$ cat src/design/ffa_pkg.sv
// Shared types and constants for the first-fit free-list allocator.
// No dependencies.
package ffa_pkg;

    localparam int unsigned ADDR_W = 32;
    localparam int unsigned CNT_W  = 13;
    localparam logic [31:0] ROUND_ADD  = 32'h0000_0fff;
    localparam logic [31:0] ROUND_MASK = 32'hffff_f000;

    localparam logic [1:0] STATUS_OK   = 2'd0;
    localparam logic [1:0] STATUS_FAIL = 2'd1;
    localparam logic [1:0] STATUS_LOST = 2'd2;

    typedef struct packed {
        logic [ADDR_W-1:0] start;
        logic [ADDR_W-1:0] len;
    } t_entry;

    typedef enum logic [3:0] {
        CMD_NONE,
        CMD_LOAD,
        CMD_SCAN_RD,
        CMD_SCAN_EV,
        CMD_ALLOC,
        CMD_FAIL,
        CMD_FREE,
        CMD_DEL_RD,
        CMD_DEL_WR,
        CMD_INS_RD,
        CMD_INS_WR,
        CMD_INS_PUT,
        CMD_OUT
    } t_cmd;

    typedef struct packed {
        logic is_free;
        logic fit;
        logic past;
        logic at_end;
        logic len_eq;
        logic merge_prev;
        logic merge_next;
        logic full;
        logic n_eq_used;
        logic n_eq_k;
        logic out_free;
    } t_status;

    typedef struct packed {
        logic [ADDR_W-1:0] lost_bytes;
        logic [ADDR_W-1:0] lost_count;
        logic [CNT_W-1:0]  peak_entries;
        logic [CNT_W-1:0]  entry_count;
        logic [ADDR_W-1:0] total_free;
        logic [1:0]        status;
        logic [ADDR_W-1:0] alloc_addr;
    } t_result;

endpackage

$ cat src/design/ffa_ctrl.sv
// Controller state machine for the first-fit free-list allocator.
// Depends on ffa_pkg; drives commands into ffa_dpath.
module ffa_ctrl (
    input  logic             i_clk,
    input  logic             i_rst_n,
    input  logic             i_in_valid,
    input  ffa_pkg::t_status i_st,
    output ffa_pkg::t_cmd    o_cmd,
    output logic             o_in_ready
);
    import ffa_pkg::*;

    typedef enum logic [10:0] {
        S_IDLE    = 11'b000_0000_0001,
        S_SCAN_RD = 11'b000_0000_0010,
        S_SCAN_EV = 11'b000_0000_0100,
        S_ALLOC   = 11'b000_0000_1000,
        S_FAIL    = 11'b000_0001_0000,
        S_FREE    = 11'b000_0010_0000,
        S_DEL_RD  = 11'b000_0100_0000,
        S_DEL_WR  = 11'b000_1000_0000,
        S_INS_RD  = 11'b001_0000_0000,
        S_INS_WR  = 11'b010_0000_0000,
        S_OUT     = 11'b100_0000_0000
    } t_state;

    t_state r_state, n_state;

    always_ff @(posedge i_clk) begin
        if (!i_rst_n) begin
            r_state <= S_IDLE;
        end else begin
            r_state <= n_state;
        end
    end

    assign o_in_ready = (r_state == S_IDLE);

    always_comb begin
        n_state = r_state;
        o_cmd   = CMD_NONE;
        unique case (r_state)
            S_IDLE: begin
                if (i_in_valid) begin
                    o_cmd   = CMD_LOAD;
                    n_state = S_SCAN_RD;
                end
            end
            S_SCAN_RD: begin
                if (i_st.at_end) begin
                    n_state = i_st.is_free ? S_FREE : S_FAIL;
                end else begin
                    o_cmd   = CMD_SCAN_RD;
                    n_state = S_SCAN_EV;
                end
            end
            S_SCAN_EV: begin
                o_cmd = CMD_SCAN_EV;
                if (i_st.is_free) begin
                    n_state = i_st.past ? S_FREE : S_SCAN_RD;
                end else begin
                    n_state = i_st.fit ? S_ALLOC : S_SCAN_RD;
                end
            end
            S_ALLOC: begin
                o_cmd   = CMD_ALLOC;
                n_state = i_st.len_eq ? S_DEL_RD : S_OUT;
            end
            S_FAIL: begin
                o_cmd   = CMD_FAIL;
                n_state = S_OUT;
            end
            S_FREE: begin
                o_cmd = CMD_FREE;
                if (i_st.merge_prev && i_st.merge_next) begin
                    n_state = S_DEL_RD;
                end else if (i_st.merge_prev || i_st.merge_next || i_st.full) begin
                    n_state = S_OUT;
                end else begin
                    n_state = S_INS_RD;
                end
            end
            S_DEL_RD: begin
                if (i_st.n_eq_used) begin
                    n_state = S_OUT;
                end else begin
                    o_cmd   = CMD_DEL_RD;
                    n_state = S_DEL_WR;
                end
            end
            S_DEL_WR: begin
                o_cmd   = CMD_DEL_WR;
                n_state = S_DEL_RD;
            end
            S_INS_RD: begin
                if (i_st.n_eq_k) begin
                    o_cmd   = CMD_INS_PUT;
                    n_state = S_OUT;
                end else begin
                    o_cmd   = CMD_INS_RD;
                    n_state = S_INS_WR;
                end
            end
            S_INS_WR: begin
                o_cmd   = CMD_INS_WR;
                n_state = S_INS_RD;
            end
            S_OUT: begin
                if (i_st.out_free) begin
                    o_cmd   = CMD_OUT;
                    n_state = S_IDLE;
                end
            end
            default: begin
                n_state = S_IDLE;
            end
        endcase
    end

endmodule

$ cat config.mk
export PLATFORM = sky130hd
export DESIGN_NAME = ffa_ctrl
export DESIGN_NICKNAME = d
export VERILOG_FILES = /design/src/design/ffa_pkg.sv /design/src/design/ffa_ctrl.sv
export SDC_FILE = /design/constraint.sdc
export NUM_CORES = 1
export LEC_CHECK = 0
export BUFFER_PORTS_ARGS = -buffer_cell sky130_fd_sc_hd__buf_2
export CAP_MARGIN = 20
export CORE_ASPECT_RATIO = 1.2
export CORE_MARGIN = 5
export CORE_UTILIZATION = 56
export DETAILED_ROUTE_END_ITERATION = 8
export GPL_TIMING_DRIVEN = 0
export PLACE_DENSITY = 0.79
export SETUP_SLACK_MARGIN = 0.02
export SKIP_LAST_GASP = 1
export SYNTH_ARGS = -nofsm -noshare
export SYNTH_HDL_FRONTEND = slang
export SYNTH_SLANG_ARGS = --single-unit
$ cat constraint.sdc
create_clock -name i_clk -period 3.9 [get_ports i_clk]
set_input_delay 0.39 -clock i_clk [delete_from_list [all_inputs] [get_ports i_clk]]
set_output_delay 0.39 -clock i_clk [all_outputs]
set_load 0.005 [all_outputs]
# After elaboration in Yosys (flattened, before gate mapping)
# Cells that the tools add are included.
[op_classes] eq_ne=13 reduce_logical=4 mux=19
[op_table] op="11-bit case mux with 11 select lines" n=1
[op_table] op="11-bit two-way mux" n=7
[op_table] op="4-bit case mux with 11 select lines" n=1
[op_table] op="6-bit two-way mux" n=4
[op_table] op="11-bit by 1-bit == test with 1-bit output, second input constant" n=1
[op_table] op="11-bit by 10-bit == test with 1-bit output, second input constant" n=1
[op_table] op="11-bit == test, second input constant" n=1
[op_table] op="11-bit by 2-bit == test with 1-bit output, second input constant" n=1
[op_table] op="11-bit by 3-bit == test with 1-bit output, second input constant" n=1
[op_table] op="11-bit by 4-bit == test with 1-bit output, second input constant" n=1
[op_table] op="11-bit by 5-bit == test with 1-bit output, second input constant" n=1
[op_table] op="11-bit by 6-bit == test with 1-bit output, second input constant" n=1
[op_table] op="11-bit by 7-bit == test with 1-bit output, second input constant" n=1
[op_table] op="11-bit by 8-bit == test with 1-bit output, second input constant" n=1
[op_table] op="11-bit by 9-bit == test with 1-bit output, second input constant" n=1
[op_table] op="4-bit two-way mux" n=2
[op_table] op="2-bit two-way mux" n=2
[op_table] op="2-bit != test, second input constant" n=2
[op_table] op="3-bit two-way mux" n=1
[op_table] op="1-bit logical OR" n=2
[op_table] op="2-bit AND reduction" n=1
[op_table] op="1-bit logical AND" n=1
[op_table] op="1-bit two-way mux" n=1
[totals] regBits=11 in_bits=14 wordCells=37

# Depth between registers and ports, before layout
[logic_depth] ltp_word=5 ltp_mapped=6 mapped_depth_nobuf=4

# Worst setup path after synthesis
# No wires, ideal clock.
[synth_timing] path_kind="flip-flop to output port" startpoint="reg r_state[1]" endpoint="out o_cmd[2]" required_time_ns=3.510 stages_incl_launch_ff=6 arrival_time_ns=1.515 slack_ns=1.995 path_cell_list="dfxtp_1 buf_6 or4_1 buf_2 or3_1 o211ai_1"
[synth_between] elab_chain_cells=2 word_cells_on_any_way=12 cone_classes="eq/ne (11); mux (1)"
[synth_lines] item="start: declaration" line_no="ffa_ctrl.sv:27" text="t_state r_state, n_state;"
[synth_lines] item="start signal: assignment" line_no="ffa_ctrl.sv:33" text="r_state <= n_state;"
[synth_lines] item="11-bit == test, or another cell as far along" line_no="ffa_ctrl.sv:42" text="unique case (r_state)"
[synth_lines] item="4-bit case mux with 11 select lines (*)" line_no="ffa_ctrl.sv:42"
[synth_lines] item="end: declaration" line_no="ffa_ctrl.sv:8" text="output ffa_pkg::t_cmd o_cmd,"
# Every way passes the cells marked *; elsewhere a longest branch is shown, timed or not.

# Worst setup path after layout
[layout_timing] startpoint="reg r_state[4]" endpoint="out o_cmd[1]"
# Same word-level chain as after synthesis.

==> impl_metrics.ini <==
[detailed_routing]
wl_per_cell_um = 14.6
drtIter0Drc = 20
drt-total-wl_mm = 2.33
ant_nets = 0
dr_total_vias = 1006
viasPerCell = 6.29
drc = 0
first_pass_iters = 4

[power_and_ir_drop]
power.density_nw_per_um2 = 231
p_leak_nw = 0.437
ir_worst_vdd_mv = 0.270

[timing]
post-route-min-period_ns = 2.42
tightest_slew_ns = 0.716
fin_worst_skew_ns = 0.00623
fmax_mhz = 413
post-route-period-util_pct = 62.1
rsz0062_at_grt = false
setup_violations = 0
fin_ws_ns = 1.48
slew_violations = 0
relSlewSlack_pct = 51.9
fin_setup_tns_ns = 0
final_hold_viol_count = 0

[final_layout]
drive_gt1_share_pct = 26.1
nets = 157
top_regs = r_state (11)
regArea_um2 = 220
n_antenna_cell = 0
num-fill-cells = 151
top_register = r_state
largest_register_ffs = 11
multiInputGateArea_um2 = 632
area_growth_pct = 14.9
final_util_pct = 66.8

[run]
cap_violations = 0

[synth]
syn_area_um2 = 931
synth_edf_count = 0
ys_seq_elements = 11
async_reset_ff_share_pct = 0
synthFlopType = dfxtp_1
yosysSeqAreaShare_pct = 23.7
synthTopCellsByArea = dfxtp_1 24%, nor4_4 4.6%, a21oi_1 4.3%
synth.distinct_cells = 41
yosysMostFrequentCell = dfxtp_1
yosysWarnings = 0
syn_nets = 134
synth_area_per_cell_um2 = 7.76
synth_top_area_cell = dfxtp_1
synth_top_area_share_pct = 23.7
syn_inst = 120
synth_common_cells = 11 x dfxtp_1, 10 x nand2_1, 8 x a21oi_1, 8 x nor2_1, 7 x nand3_1

[critical_path]
crit_required_ns = 3.51
crit_fanout = 10
critical_path.endpoint_type = output pin
cp.arrival_ns = 2.03
critical_path_class = reg2out
start_kind = flip-flop

[floorplan]
dieWidth_um = 47.2
start_util_pct = 58.1
fp-row-count = 16
die_area_um2 = 2580
ios = 19
die_h_um = 54.7
core-area_um2 = 1600

[clock_tree]
cts_hold_buf = 0
numCtsBuffers = 3
cts-root-buf = clkbuf_4
post_cts_buffers = 0
cts_tree = done
max-clock-path-buffers = 2
cts_sinks = 11
ctsResizeCount = 0
clock_latency_ns = 0.27
h-tree-depth = 1
clkTransAtPathRegs_ns = 0.07

[placement]
dp_slack_ns = 1.79
numPortBuffers = 18
gp_congestion = 0.928
dp_hpwl_mm = 1.87

[run_status]
status = complete, no violations

[worst_hold_path]
holdCritPathClass = in2reg

[global_routing]
grt_pass1_wl_mm = 3.82
antenna_found_initial = 0
grt.overflow.total = 0
gr-usage-all-layers_pct = 20.5
grt_max_degree = 11
grt_pass1_vias = 890
## layer usage
layer | vias up | wire length [um] | GRT usage (%) | part of all wire (%)
met2 | 31 | 1170 | 34.8 | 50
met5 | - | 0 | 0 | 0
met1 | 474 | 1030 | 24.7 | 44
met3 | 6 | 100 | 6.25 | 4.3
met4 | 0 | 34 | 5.07 | 1.5
li1 | 495 | - | - | -
## kinds of logic after synthesis
logic type	count (synthesis)	share of synthesized area, %
compound gates	23	16.9
xor+xnor	3	2.82
buf+inv	15	8.47
flops	11	23.7
mux	1	1.08
simple gates	67	47.0
## final timing paths
kind | from | cells after the start | endpoint | slack, ns
worst min-delay path | i_st[1] | 2 | r_state[9] | 0.30
worst max-delay path | r_state[4] | 5 | o_cmd[1] | 1.48
worst max register to register | r_state[8] | 5 | r_state[6] | 2.03
worst min register to register | r_state[8] | 4 | r_state[4] | 0.72
## cell type report
type	instances	area share, %
inverters	5	1.75
repair buffers	18	8.42
well taps	18	2.11
flip-flops and latches	11	20.6
clock buffers	4	2.46
multi-input cells	94	59.1
plain buffers	10	5.61
## metrics by stage
step                instance area, um2  hold slack (ns)  total power, mW  cells
global placement                  1040            0.577            0.171    156
global route                      1070            0.312            0.263    160
finish                            1070            0.305            0.248    160
CTS                               1070            0.295            0.248    160
floorplan                          931            0.468            0.154    120
detailed placement                1040            0.580            0.173    156
## critical path: stages, from the launching register on
cell	delay [ns]
dfxtp_1	0.35
buf_2	0.20
nor4_2	0.52
nand4_1	0.29
o2111ai_1	0.26
buf_2	0.15
## power breakdown
group | switching [mW] | internal, mW | total, mW
registers | 0.00331 | 0.115 | 0.118
clock network | 0.0372 | 0.0396 | 0.0769
logic | 0.0280 | 0.0245 | 0.0525
## layout by cell type (no fill, tap or decap), types with 4 or more instances in the layout
| master | count |
|---|---|
| nor3_1 | 5 |
| nand4_1 | 5 |
| inv_1 | 5 |
| nor4b_1 | 4 |
| a21oi_1 | 8 |
| nand2b_1 | 6 |
| buf_2 | 24 |
| dfxtp_1 | 11 |
| nor2_1 | 8 |
| nand3_1 | 7 |
| nand2_1 | 10 |
Note: power is estimated with default switching activity, not from simulation.
